[src/rtl/scg_pkg.sv]
`timescale 1ns / 1ps
package scg_pkg;

  localparam int DEG_W       = 6;
  localparam int POLY_W      = 32;
  localparam int CFG_IDX_W   = 2;
  localparam int QUEUE_DEPTH = 2;

  typedef logic [DEG_W-1:0] deg_t;

  localparam deg_t COUNT_MAX   = deg_t'(63);
  localparam deg_t DEG_MIN     = deg_t'(1);
  localparam deg_t DEG_RESET   = deg_t'(3);
  localparam logic [POLY_W-1:0] POLY_RESET = POLY_W'(3);

  localparam logic [CFG_IDX_W-1:0] CFG_CRC_DEGREE = CFG_IDX_W'(0);
  localparam logic [CFG_IDX_W-1:0] CFG_POLY_LOW   = CFG_IDX_W'(1);

  typedef enum logic [1:0] {
    KIND_BIT   = 2'd0,
    KIND_SHORT = 2'd1,
    KIND_FINAL = 2'd2
  } kind_e;

  typedef struct packed {
    kind_e kind;
    logic  msg_bit;
    deg_t  deg;
  } entry_t;

endpackage

[src/rtl/scg_front.sv]
`timescale 1ns / 1ps
module scg_front #(
  parameter int MAX_DEGREE = 32
) (
  input  logic                        clk_i,
  input  logic                        rst_ni,
  input  logic                        accept_i,
  input  logic                        msg_bit_i,
  input  logic                        msg_last_i,
  input  scg_pkg::deg_t               crc_degree_i,
  input  logic [scg_pkg::POLY_W-1:0]  poly_low_i,
  output scg_pkg::entry_t             entry_o,
  output logic [MAX_DEGREE-1:0]       rem_o
);

  localparam int IW = (MAX_DEGREE > 1) ? $clog2(MAX_DEGREE) : 1;

  logic [MAX_DEGREE-1:0] rem_q, rem_d;
  scg_pkg::deg_t         count_q, count_d;
  scg_pkg::deg_t         deg_eff;
  scg_pkg::deg_t         count_inc;
  logic [MAX_DEGREE-1:0] mask;
  logic [MAX_DEGREE-1:0] poly_ext;
  logic [MAX_DEGREE-1:0] rem_m;
  logic [MAX_DEGREE-1:0] rem_next;
  logic [IW-1:0]         top_idx;
  logic                  feedback;
  logic                  short_msg;

  always_comb begin
    if (crc_degree_i == '0) begin
      deg_eff = scg_pkg::DEG_MIN;
    end else if (crc_degree_i > scg_pkg::deg_t'(MAX_DEGREE)) begin
      deg_eff = scg_pkg::deg_t'(MAX_DEGREE);
    end else begin
      deg_eff = crc_degree_i;
    end
  end

  for (genvar i = 0; i < MAX_DEGREE; i++) begin : g_bits
    assign mask[i] = (deg_eff > scg_pkg::deg_t'(i));
    if (i < scg_pkg::POLY_W) begin : g_poly
      assign poly_ext[i] = poly_low_i[i];
    end else begin : g_zero
      assign poly_ext[i] = 1'b0;
    end
  end

  assign rem_m     = rem_q & mask;
  assign top_idx   = IW'(deg_eff - scg_pkg::DEG_MIN);
  assign feedback  = rem_m[top_idx] ^ msg_bit_i;
  assign rem_next  = ((rem_m << 1) & mask) ^ (feedback ? (poly_ext & mask) : '0);
  assign count_inc = (count_q == scg_pkg::COUNT_MAX) ? count_q : count_q + scg_pkg::DEG_MIN;
  assign short_msg = ({1'b0, count_inc} <= ({1'b0, deg_eff} + 7'd1));

  always_comb begin
    entry_o.msg_bit = msg_bit_i;
    entry_o.deg     = deg_eff;
    rem_o           = rem_next;
    if (!msg_last_i) begin
      entry_o.kind = scg_pkg::KIND_BIT;
    end else if (short_msg) begin
      entry_o.kind = scg_pkg::KIND_SHORT;
    end else begin
      entry_o.kind = scg_pkg::KIND_FINAL;
    end
  end

  always_comb begin
    rem_d   = rem_q;
    count_d = count_q;
    if (accept_i) begin
      if (msg_last_i) begin
        rem_d   = '0;
        count_d = '0;
      end else begin
        rem_d   = rem_next;
        count_d = count_inc;
      end
    end
  end

  always_ff @(posedge clk_i or negedge rst_ni) begin
    if (!rst_ni) begin
      rem_q   <= '0;
      count_q <= '0;
    end else begin
      rem_q   <= rem_d;
      count_q <= count_d;
    end
  end

endmodule

[src/rtl/scg_queue.sv]
`timescale 1ns / 1ps
module scg_queue #(
  parameter int MAX_DEGREE = 32
) (
  input  logic                  clk_i,
  input  logic                  rst_ni,
  input  logic                  wr_en_i,
  input  scg_pkg::entry_t       wr_entry_i,
  input  logic [MAX_DEGREE-1:0] wr_rem_i,
  output logic                  full_o,
  input  logic                  rd_en_i,
  output scg_pkg::entry_t       rd_entry_o,
  output logic [MAX_DEGREE-1:0] rd_rem_o,
  output logic                  valid_o
);

  localparam int DEPTH = scg_pkg::QUEUE_DEPTH;
  localparam int PW    = (DEPTH > 1) ? $clog2(DEPTH) : 1;
  localparam int CW    = $clog2(DEPTH + 1);

  scg_pkg::entry_t       entry_q [DEPTH];
  logic [MAX_DEGREE-1:0] rem_q   [DEPTH];
  logic [PW-1:0]         wr_ptr_q, wr_ptr_d;
  logic [PW-1:0]         rd_ptr_q, rd_ptr_d;
  logic [CW-1:0]         fill_q, fill_d;

  assign full_o     = (fill_q == CW'(DEPTH));
  assign valid_o    = (fill_q != '0);
  assign rd_entry_o = entry_q[rd_ptr_q];
  assign rd_rem_o   = rem_q[rd_ptr_q];

  always_comb begin
    wr_ptr_d = wr_ptr_q;
    rd_ptr_d = rd_ptr_q;
    fill_d   = fill_q;
    if (wr_en_i) begin
      wr_ptr_d = (wr_ptr_q == PW'(DEPTH - 1)) ? '0 : wr_ptr_q + PW'(1);
    end
    if (rd_en_i) begin
      rd_ptr_d = (rd_ptr_q == PW'(DEPTH - 1)) ? '0 : rd_ptr_q + PW'(1);
    end
    if (wr_en_i && !rd_en_i) begin
      fill_d = fill_q + CW'(1);
    end else if (rd_en_i && !wr_en_i) begin
      fill_d = fill_q - CW'(1);
    end
  end

  always_ff @(posedge clk_i) begin
    if (wr_en_i) begin
      entry_q[wr_ptr_q] <= wr_entry_i;
      rem_q[wr_ptr_q]   <= wr_rem_i;
    end
  end

  always_ff @(posedge clk_i or negedge rst_ni) begin
    if (!rst_ni) begin
      wr_ptr_q <= '0;
      rd_ptr_q <= '0;
      fill_q   <= '0;
    end else begin
      wr_ptr_q <= wr_ptr_d;
      rd_ptr_q <= rd_ptr_d;
      fill_q   <= fill_d;
    end
  end

endmodule

[src/rtl/scg_back.sv]
`timescale 1ns / 1ps
module scg_back #(
  parameter int MAX_DEGREE = 32
) (
  input  logic                  clk_i,
  input  logic                  rst_ni,
  input  logic                  q_valid_i,
  input  scg_pkg::entry_t       q_entry_i,
  input  logic [MAX_DEGREE-1:0] q_rem_i,
  output logic                  q_rd_o,
  output logic                  empty_o,
  input  logic                  pop_i,
  output logic                  code_bit_o,
  output logic                  run_last_o,
  output logic                  too_short_o
);

  localparam int IW = (MAX_DEGREE > 1) ? $clog2(MAX_DEGREE) : 1;

  logic                  busy_q, busy_d;
  logic                  head_q, head_d;
  scg_pkg::deg_t         pos_q, pos_d;
  scg_pkg::entry_t       cmd_q, cmd_d;
  logic [MAX_DEGREE-1:0] rem_q, rem_d;
  logic [IW-1:0]         pos_idx;
  logic                  on_last_crc;
  logic                  done;
  logic                  take;
  logic                  load;

  assign pos_idx     = IW'(pos_q - scg_pkg::DEG_MIN);
  assign on_last_crc = !head_q && (pos_q == scg_pkg::DEG_MIN);
  assign done        = (cmd_q.kind != scg_pkg::KIND_FINAL) || on_last_crc;
  assign take        = busy_q && pop_i;
  assign load        = q_valid_i && (!busy_q || (take && done));
  assign q_rd_o      = load;
  assign empty_o     = !busy_q;

  always_comb begin
    code_bit_o  = 1'b0;
    run_last_o  = 1'b0;
    too_short_o = 1'b0;
    case (cmd_q.kind)
      scg_pkg::KIND_BIT: begin
        code_bit_o = cmd_q.msg_bit;
      end
      scg_pkg::KIND_SHORT: begin
        run_last_o  = 1'b1;
        too_short_o = 1'b1;
      end
      scg_pkg::KIND_FINAL: begin
        code_bit_o = head_q ? cmd_q.msg_bit : rem_q[pos_idx];
        run_last_o = on_last_crc;
      end
      default: begin
        code_bit_o = 1'b0;
      end
    endcase
  end

  always_comb begin
    busy_d = busy_q;
    head_d = head_q;
    pos_d  = pos_q;
    cmd_d  = cmd_q;
    rem_d  = rem_q;
    if (load) begin
      busy_d = 1'b1;
      head_d = 1'b1;
      pos_d  = q_entry_i.deg;
      cmd_d  = q_entry_i;
      rem_d  = q_rem_i;
    end else if (take) begin
      if (done) begin
        busy_d = 1'b0;
      end else if (head_q) begin
        head_d = 1'b0;
      end else begin
        pos_d = pos_q - scg_pkg::DEG_MIN;
      end
    end
  end

  always_ff @(posedge clk_i) begin
    cmd_q <= cmd_d;
    rem_q <= rem_d;
  end

  always_ff @(posedge clk_i or negedge rst_ni) begin
    if (!rst_ni) begin
      busy_q <= 1'b0;
      head_q <= 1'b0;
      pos_q  <= '0;
    end else begin
      busy_q <= busy_d;
      head_q <= head_d;
      pos_q  <= pos_d;
    end
  end

endmodule

[src/rtl/serial_crc_codeword_generator.sv]
`timescale 1ns / 1ps
// Serial CRC codeword generator, MSB-first polynomial division.
// Input queue side: present msg_bit_i/msg_last_i and raise push; the bit is
// taken on a clock edge where push is high and full is low.
// Result queue side: while empty is low the oldest result sits on
// code_bit_o/run_last_o/too_short_o; pop on an edge retires it.
// Every message bit comes out as one result; the final bit is followed by
// crc_degree remainder bits, MSB first, the last one flagged by run_last_o.
// A message of at most degree+1 bits yields one result with too_short_o set.
// Configuration: cfg_valid_i/cfg_ready_o with cfg_index_i (0 = degree,
// 1 = polynomial low bits) and cfg_data_i; ready is always high.
// An accepted request is written into the queue and then loaded into the
// output register, from which it reaches the result ports and can be popped.
// Throughput: one bit per cycle while full is low; the remainder register
// shifts and XORs on each accepted bit. A final bit occupies the output for
// degree+1 results, during which the two-entry queue absorbs further bits.
// Reset clears the remainder, bit count, queue and output; degree returns
// to 3 and the polynomial to x^3 + x + 1.
// When the receiver stalls, the current result holds and full rises once
// both queue entries are taken.
module serial_crc_codeword_generator #(
  parameter int MAX_DEGREE = 32
) (
  input  logic                            clk_i,
  input  logic                            rst_ni,
  input  logic                            push,
  output logic                            full,
  input  logic                            msg_bit_i,
  input  logic                            msg_last_i,
  output logic                            empty,
  input  logic                            pop,
  output logic                            code_bit_o,
  output logic                            run_last_o,
  output logic                            too_short_o,
  input  logic                            cfg_valid_i,
  output logic                            cfg_ready_o,
  input  logic [scg_pkg::CFG_IDX_W-1:0]   cfg_index_i,
  input  logic [scg_pkg::POLY_W-1:0]      cfg_data_i
);

  scg_pkg::deg_t                crc_degree_q, crc_degree_d;
  logic [scg_pkg::POLY_W-1:0]   poly_low_q, poly_low_d;
  logic                         accept;
  logic                         q_full;
  logic                         q_valid;
  logic                         q_rd;
  scg_pkg::entry_t              f_entry;
  logic [MAX_DEGREE-1:0]        f_rem;
  scg_pkg::entry_t              q_entry;
  logic [MAX_DEGREE-1:0]        q_rem;

  assign cfg_ready_o = 1'b1;
  assign full        = q_full;
  assign accept      = push && !q_full;

  always_comb begin
    crc_degree_d = crc_degree_q;
    poly_low_d   = poly_low_q;
    if (cfg_valid_i && cfg_ready_o) begin
      case (cfg_index_i)
        scg_pkg::CFG_CRC_DEGREE: crc_degree_d = cfg_data_i[scg_pkg::DEG_W-1:0];
        scg_pkg::CFG_POLY_LOW:   poly_low_d   = cfg_data_i;
        default: begin
          crc_degree_d = crc_degree_q;
        end
      endcase
    end
  end

  always_ff @(posedge clk_i or negedge rst_ni) begin
    if (!rst_ni) begin
      crc_degree_q <= scg_pkg::DEG_RESET;
      poly_low_q   <= scg_pkg::POLY_RESET;
    end else begin
      crc_degree_q <= crc_degree_d;
      poly_low_q   <= poly_low_d;
    end
  end

  scg_front #(
    .MAX_DEGREE (MAX_DEGREE)
  ) u_front (
    .clk_i        (clk_i),
    .rst_ni       (rst_ni),
    .accept_i     (accept),
    .msg_bit_i    (msg_bit_i),
    .msg_last_i   (msg_last_i),
    .crc_degree_i (crc_degree_q),
    .poly_low_i   (poly_low_q),
    .entry_o      (f_entry),
    .rem_o        (f_rem)
  );

  scg_queue #(
    .MAX_DEGREE (MAX_DEGREE)
  ) u_queue (
    .clk_i      (clk_i),
    .rst_ni     (rst_ni),
    .wr_en_i    (accept),
    .wr_entry_i (f_entry),
    .wr_rem_i   (f_rem),
    .full_o     (q_full),
    .rd_en_i    (q_rd),
    .rd_entry_o (q_entry),
    .rd_rem_o   (q_rem),
    .valid_o    (q_valid)
  );

  scg_back #(
    .MAX_DEGREE (MAX_DEGREE)
  ) u_back (
    .clk_i       (clk_i),
    .rst_ni      (rst_ni),
    .q_valid_i   (q_valid),
    .q_entry_i   (q_entry),
    .q_rem_i     (q_rem),
    .q_rd_o      (q_rd),
    .empty_o     (empty),
    .pop_i       (pop),
    .code_bit_o  (code_bit_o),
    .run_last_o  (run_last_o),
    .too_short_o (too_short_o)
  );

endmodule

[config.mk]
export PLATFORM = sky130hd
export DESIGN_NAME = serial_crc_codeword_generator
export DESIGN_NICKNAME = d
export VERILOG_FILES = /design/src/rtl/scg_pkg.sv /design/src/rtl/scg_front.sv /design/src/rtl/scg_queue.sv /design/src/rtl/scg_back.sv /design/src/rtl/serial_crc_codeword_generator.sv
export SDC_FILE = /design/constraint.sdc
export NUM_CORES = 1
export LEC_CHECK = 0
export ABC_AREA = 1
export CAP_MARGIN = 30
export CORE_AREA = 4 4 150 152
export CTS_CLUSTER_SIZE = 10
export DETAILED_ROUTE_END_ITERATION = 8
export DIE_AREA = 0 0 154 156
export DONT_BUFFER_PORTS = 1
export GPL_TIMING_DRIVEN = 0
export PLACE_DENSITY_LB_ADDON = 0.05
export SLEW_MARGIN = 15
export SYNTH_ARGS = -nofsm -noshare
export SYNTH_HDL_FRONTEND = slang
export SYNTH_HIERARCHICAL = 1
export SYNTH_SLANG_ARGS = --single-unit
[constraint.sdc]
create_clock -name clk_i -period 3.15 [get_ports clk_i]
set_input_delay 0.315 -clock clk_i [delete_from_list [all_inputs] [get_ports clk_i]]
set_output_delay 0.315 -clock clk_i [all_outputs]
set_load 0.005 [all_outputs]
==> results by group <==
Status
  • Status: finished with violations
  • Failing checks: setup timing

Die
  • Die height: 156 um
  • Initial Utilization: 52.8%
  • Die X-Extent: 154 um
  • IO Count: 47
  • Rows: 53
  • Die ar.: roughly 0.024 mm2
  • Core area: roughly 0.021 mm2

Clocking
  • Clk sinks: 205
  • H-tree levels: 1
  • Root Driver: clkbuf_16
  • Clk Latency, worst-skew pair: 0.52 ns
  • Worst-path clk slew: roughly 0.060 ns
  • CTS tree: done
  • CTS Buf Count: 25
  • Clock Path Buffers: 3

Logic synthesis
  • Post-Syn Instances: 1246
  • Synth Flop Type: edfxtp_1
  • Synth Area in Compound Gates: around 1.7%
  • Synth Area in Simple Gates: about 30%
  • Post-synthesis adder-cell area fraction: 2.14%
  • Ys async rst share: 42.9%
  • Synth unique cells: 40
  • Synth Cell Area: around 0.011 mm2
  • Synth Area in XOR/XNOR: 0.936%
  • Mux contribution to synthesized area: 5.48%
  • Main combinational cell family by area after synthesis: simple AND/OR/NAND/NOR gates
  • Post-synth EDFFs: 117
  • Total of warnings raised by yosys: 6
  • Synthesized flop and latch total: 205
  • Register area share after synthesis: 51.6%
  • Syn_nets: 1306
  • Post-Syn Area per Cell: 8.90 um2

Setup path
  • Max Fanout on Critical Path: 6
  • Critical Path AT: between 3 and 4 ns
  • Startpoint types: register
  • Kind of critical path: register to register
  • Req. time, crit path: 3.41 ns
  • Worst Setup End Kind: register

Routing
  • Post-DRT Antenna Nets: 0
  • Number of vias per cell: 5.41
  • DRC: 0
  • Routed len/inst: 17.8 um
  • Final wirelength: 29.1 mm
  • Violation count after the first detailed-route iteration: 682
  • Vias: 8871
  • DR pass1 iterations: 6

Pwr
  • PwrDens: 894 mW/mm2
  • LEAKAGE: between 6 and 7 nW
  • Combinational power share: 43.3%
  • Worst vdd ir: 0.000433 V
  • Tot Pwr: 12.1 mW
  • P_int: 7.55 mW
  • Sw Ratio: a little under two fifths
  • P_sw: 4.52 mW
  • Share of power burned in registers: between 30% and 40%
  • Clock share of power: a little over a fifth

Global routing
  • First-pass GRT wire length: 46.0 mm
  • Initial antenna violation count: 0
  • Grt total ovfl: 0
  • Largest net degree at the start of global routing: 89
  • Vias in the first global route: ~8800
  • Total track usage: about 24%

Flow run
  • Max-Cap Viols: 0

Timing
  • Final hold violations: 0
  • Worst Tran Pin Value: about 0.78 ns
  • Fin worst setup slack: -0.0344 ns
  • Max Transition Viols Final: 0
  • Shortest period the worst path allows: around 3.2 ns
  • Final period util: 101%
  • Post-Route Skew: about 0.015 ns
  • Final setup TNS: -0.269 ns
  • Setup Viol. Count Final: 25
  • Fmax: 0.314 GHz
  • Relative slew slack: 47.7%
  • Unrepaired setup endpoints after global routing: yes

Worst hold path
  • Worst hold path class: input port to register

Placement
  • Placed Instance Area: 0.0115 mm2
  • DP Cell Count: 1523
  • IO buf count: 0
  • DP Wirelength: 20.5 mm
  • Final Wtd Congestion: 1.01

Cells and area
  • Final core utilization: 64.2%
  • Area Growth Syn to Fin: 21.7%
  • Final #Nets: roughly 1400
  • Final Cell Area: 0.0135 mm2
  • Share of post-route cells with drive strength above 1: 20.4%
  • Commonest non-fill, non-tap cells in the layout: nand2_1, inv_1, edfxtp_1, nand3_1, dfrtp_1
  • Final std cells w/o fill: about 1600
  • Commonest non-fill, non-tap cell in the layout: nand2_1
  • N_diodes: 0
==> cell usage after synthesis, drive strengths merged (3+ instances only) <==
cell      n  share of area (%)
inv     147                5.0
and3      3               0.17
and2      3               0.17
mux2     41                5.5
nor3      6               0.32
edfxtp  117                 32
nand2   430                 15
dfrtp    84                 19
nor2     84                3.3
nand4    82                4.6
a21oi    15               0.68
buf      44                3.2
xor2     10               0.86
dfstp     4               0.95
nand3   124                5.8
ha       19                2.1
clkbuf    9               0.30
o21ai    14               0.67
==> path summary, 6_finish.rpt <==
path	from	to	slack, ns	cells after the start
worst max register to register	crc_degree_q[0]$_DFFE_PN1P_	u_queue/rem_q[0][31]$_DFFE_PP_	-0.03	22
worst min register to register	poly_low_q[15]$_DFFE_PN0P_	poly_low_q[15]$_DFFE_PN0P_	0.47	2
worst min-delay path	cfg_index_i[1]	poly_low_q[30]$_DFFE_PN0P_	0.02	3
min in group asynchronous	rst_ni	u_back/pos_q[0]$_DFFE_PN0P_	0.37	2
worst max-delay path	crc_degree_q[0]$_DFFE_PN1P_	u_queue/rem_q[0][31]$_DFFE_PP_	-0.03	22
max in group asynchronous	rst_ni	poly_low_q[0]$_DFFE_PN1P_	2.37	2
==> worst max-delay path: stages (launching register included) <==
cell	delay, ns
dfstp_2	0.60
buf_6	0.13
nand2_4	0.06
nand2_4	0.10
inv_6	0.05
buf_12	0.13
ha_4	0.18
inv_6	0.08
nand2_8	0.09
o21ai_4	0.15
nand2_2	0.08
o21ai_2	0.14
nor2_1	0.06
nor2_1	0.13
nor2_2	0.06
nor2_2	0.14
nand2_4	0.08
nand3_4	0.17
buf_8	0.17
buf_6	0.10
nand3_2	0.07
nand2_2	0.09
nand2_2	0.06
==> what timing repair did <==
item,CTS,global route
buffers inserted,15,14
resized for setup,81,67
endpoints found under the hold margin,128,0
endpoints found under the setup margin,100,97
gates cloned,1,4
pin swaps,14,36
hold buffers,38,0
==> flip-flops by register name, indices dropped and copies added, names as in the netlist, 6 cells and up <==
register and cells:
crc_degree_q 6, poly_low_q 32, u_back/pos_q 6, u_back/rem_q 32
u_front/count_q 6, u_front/rem_q 32, u_queue/entry_q 18, u_queue/rem_q 64
==> power by group through the flow <==
stage	clock network, mW	registers [mW]	logic (mW)
CTS	2.66	4.24	4.83
finish	2.60	4.24	5.23
detailed placement	0	4.29	4.39
global placement	0	4.28	4.28
global route	2.79	4.31	5.70
floorplan	0	4.17	3.26
==> stage by stage <==
stage                     hold WS, ns  setup slack [ns]
after floorplan                0.0194            0.0389
after global placement         0.0225             -1.17
after detailed placement       0.0224            -0.882
after CTS                     0.00334           0.00185
after global routing           0.0122            -0.143
final                          0.0208           -0.0344
==> cell type report <==
| cell class | instances | area (um2) |
|---|---|---|
| flip-flops and latches | 205 | 5720 |
| plain buffers | 52 | 503 |
| multi-input cells | 841 | 4810 |
| fillers | 1768 | 7520 |
| well taps | 275 | 344 |
| clock inverters | 4 | 48.8 |
| inverters | 148 | 586 |
| repair buffers | 73 | 795 |
| clock buffers | 42 | 699 |
==> per-layer routing <==
metal	GRT usage, %	share of wire (%)	vias to the layer above
met5	0	0	-
met4	11.4	5.2	0
met3	2.83	5.6	93
met2	39.5	47	340
met1	32.0	42	4134
li1	-	-	4304
==> cell families after synthesis <==
group | Yosys count
buf+inv | 201
flops | 205
mux | 41
fa+ha+maj | 19
compound gates | 34
other cells | 1
simple gates | 734
xor+xnor | 11
No activity file was read; power rests on OpenSTA's default activity.
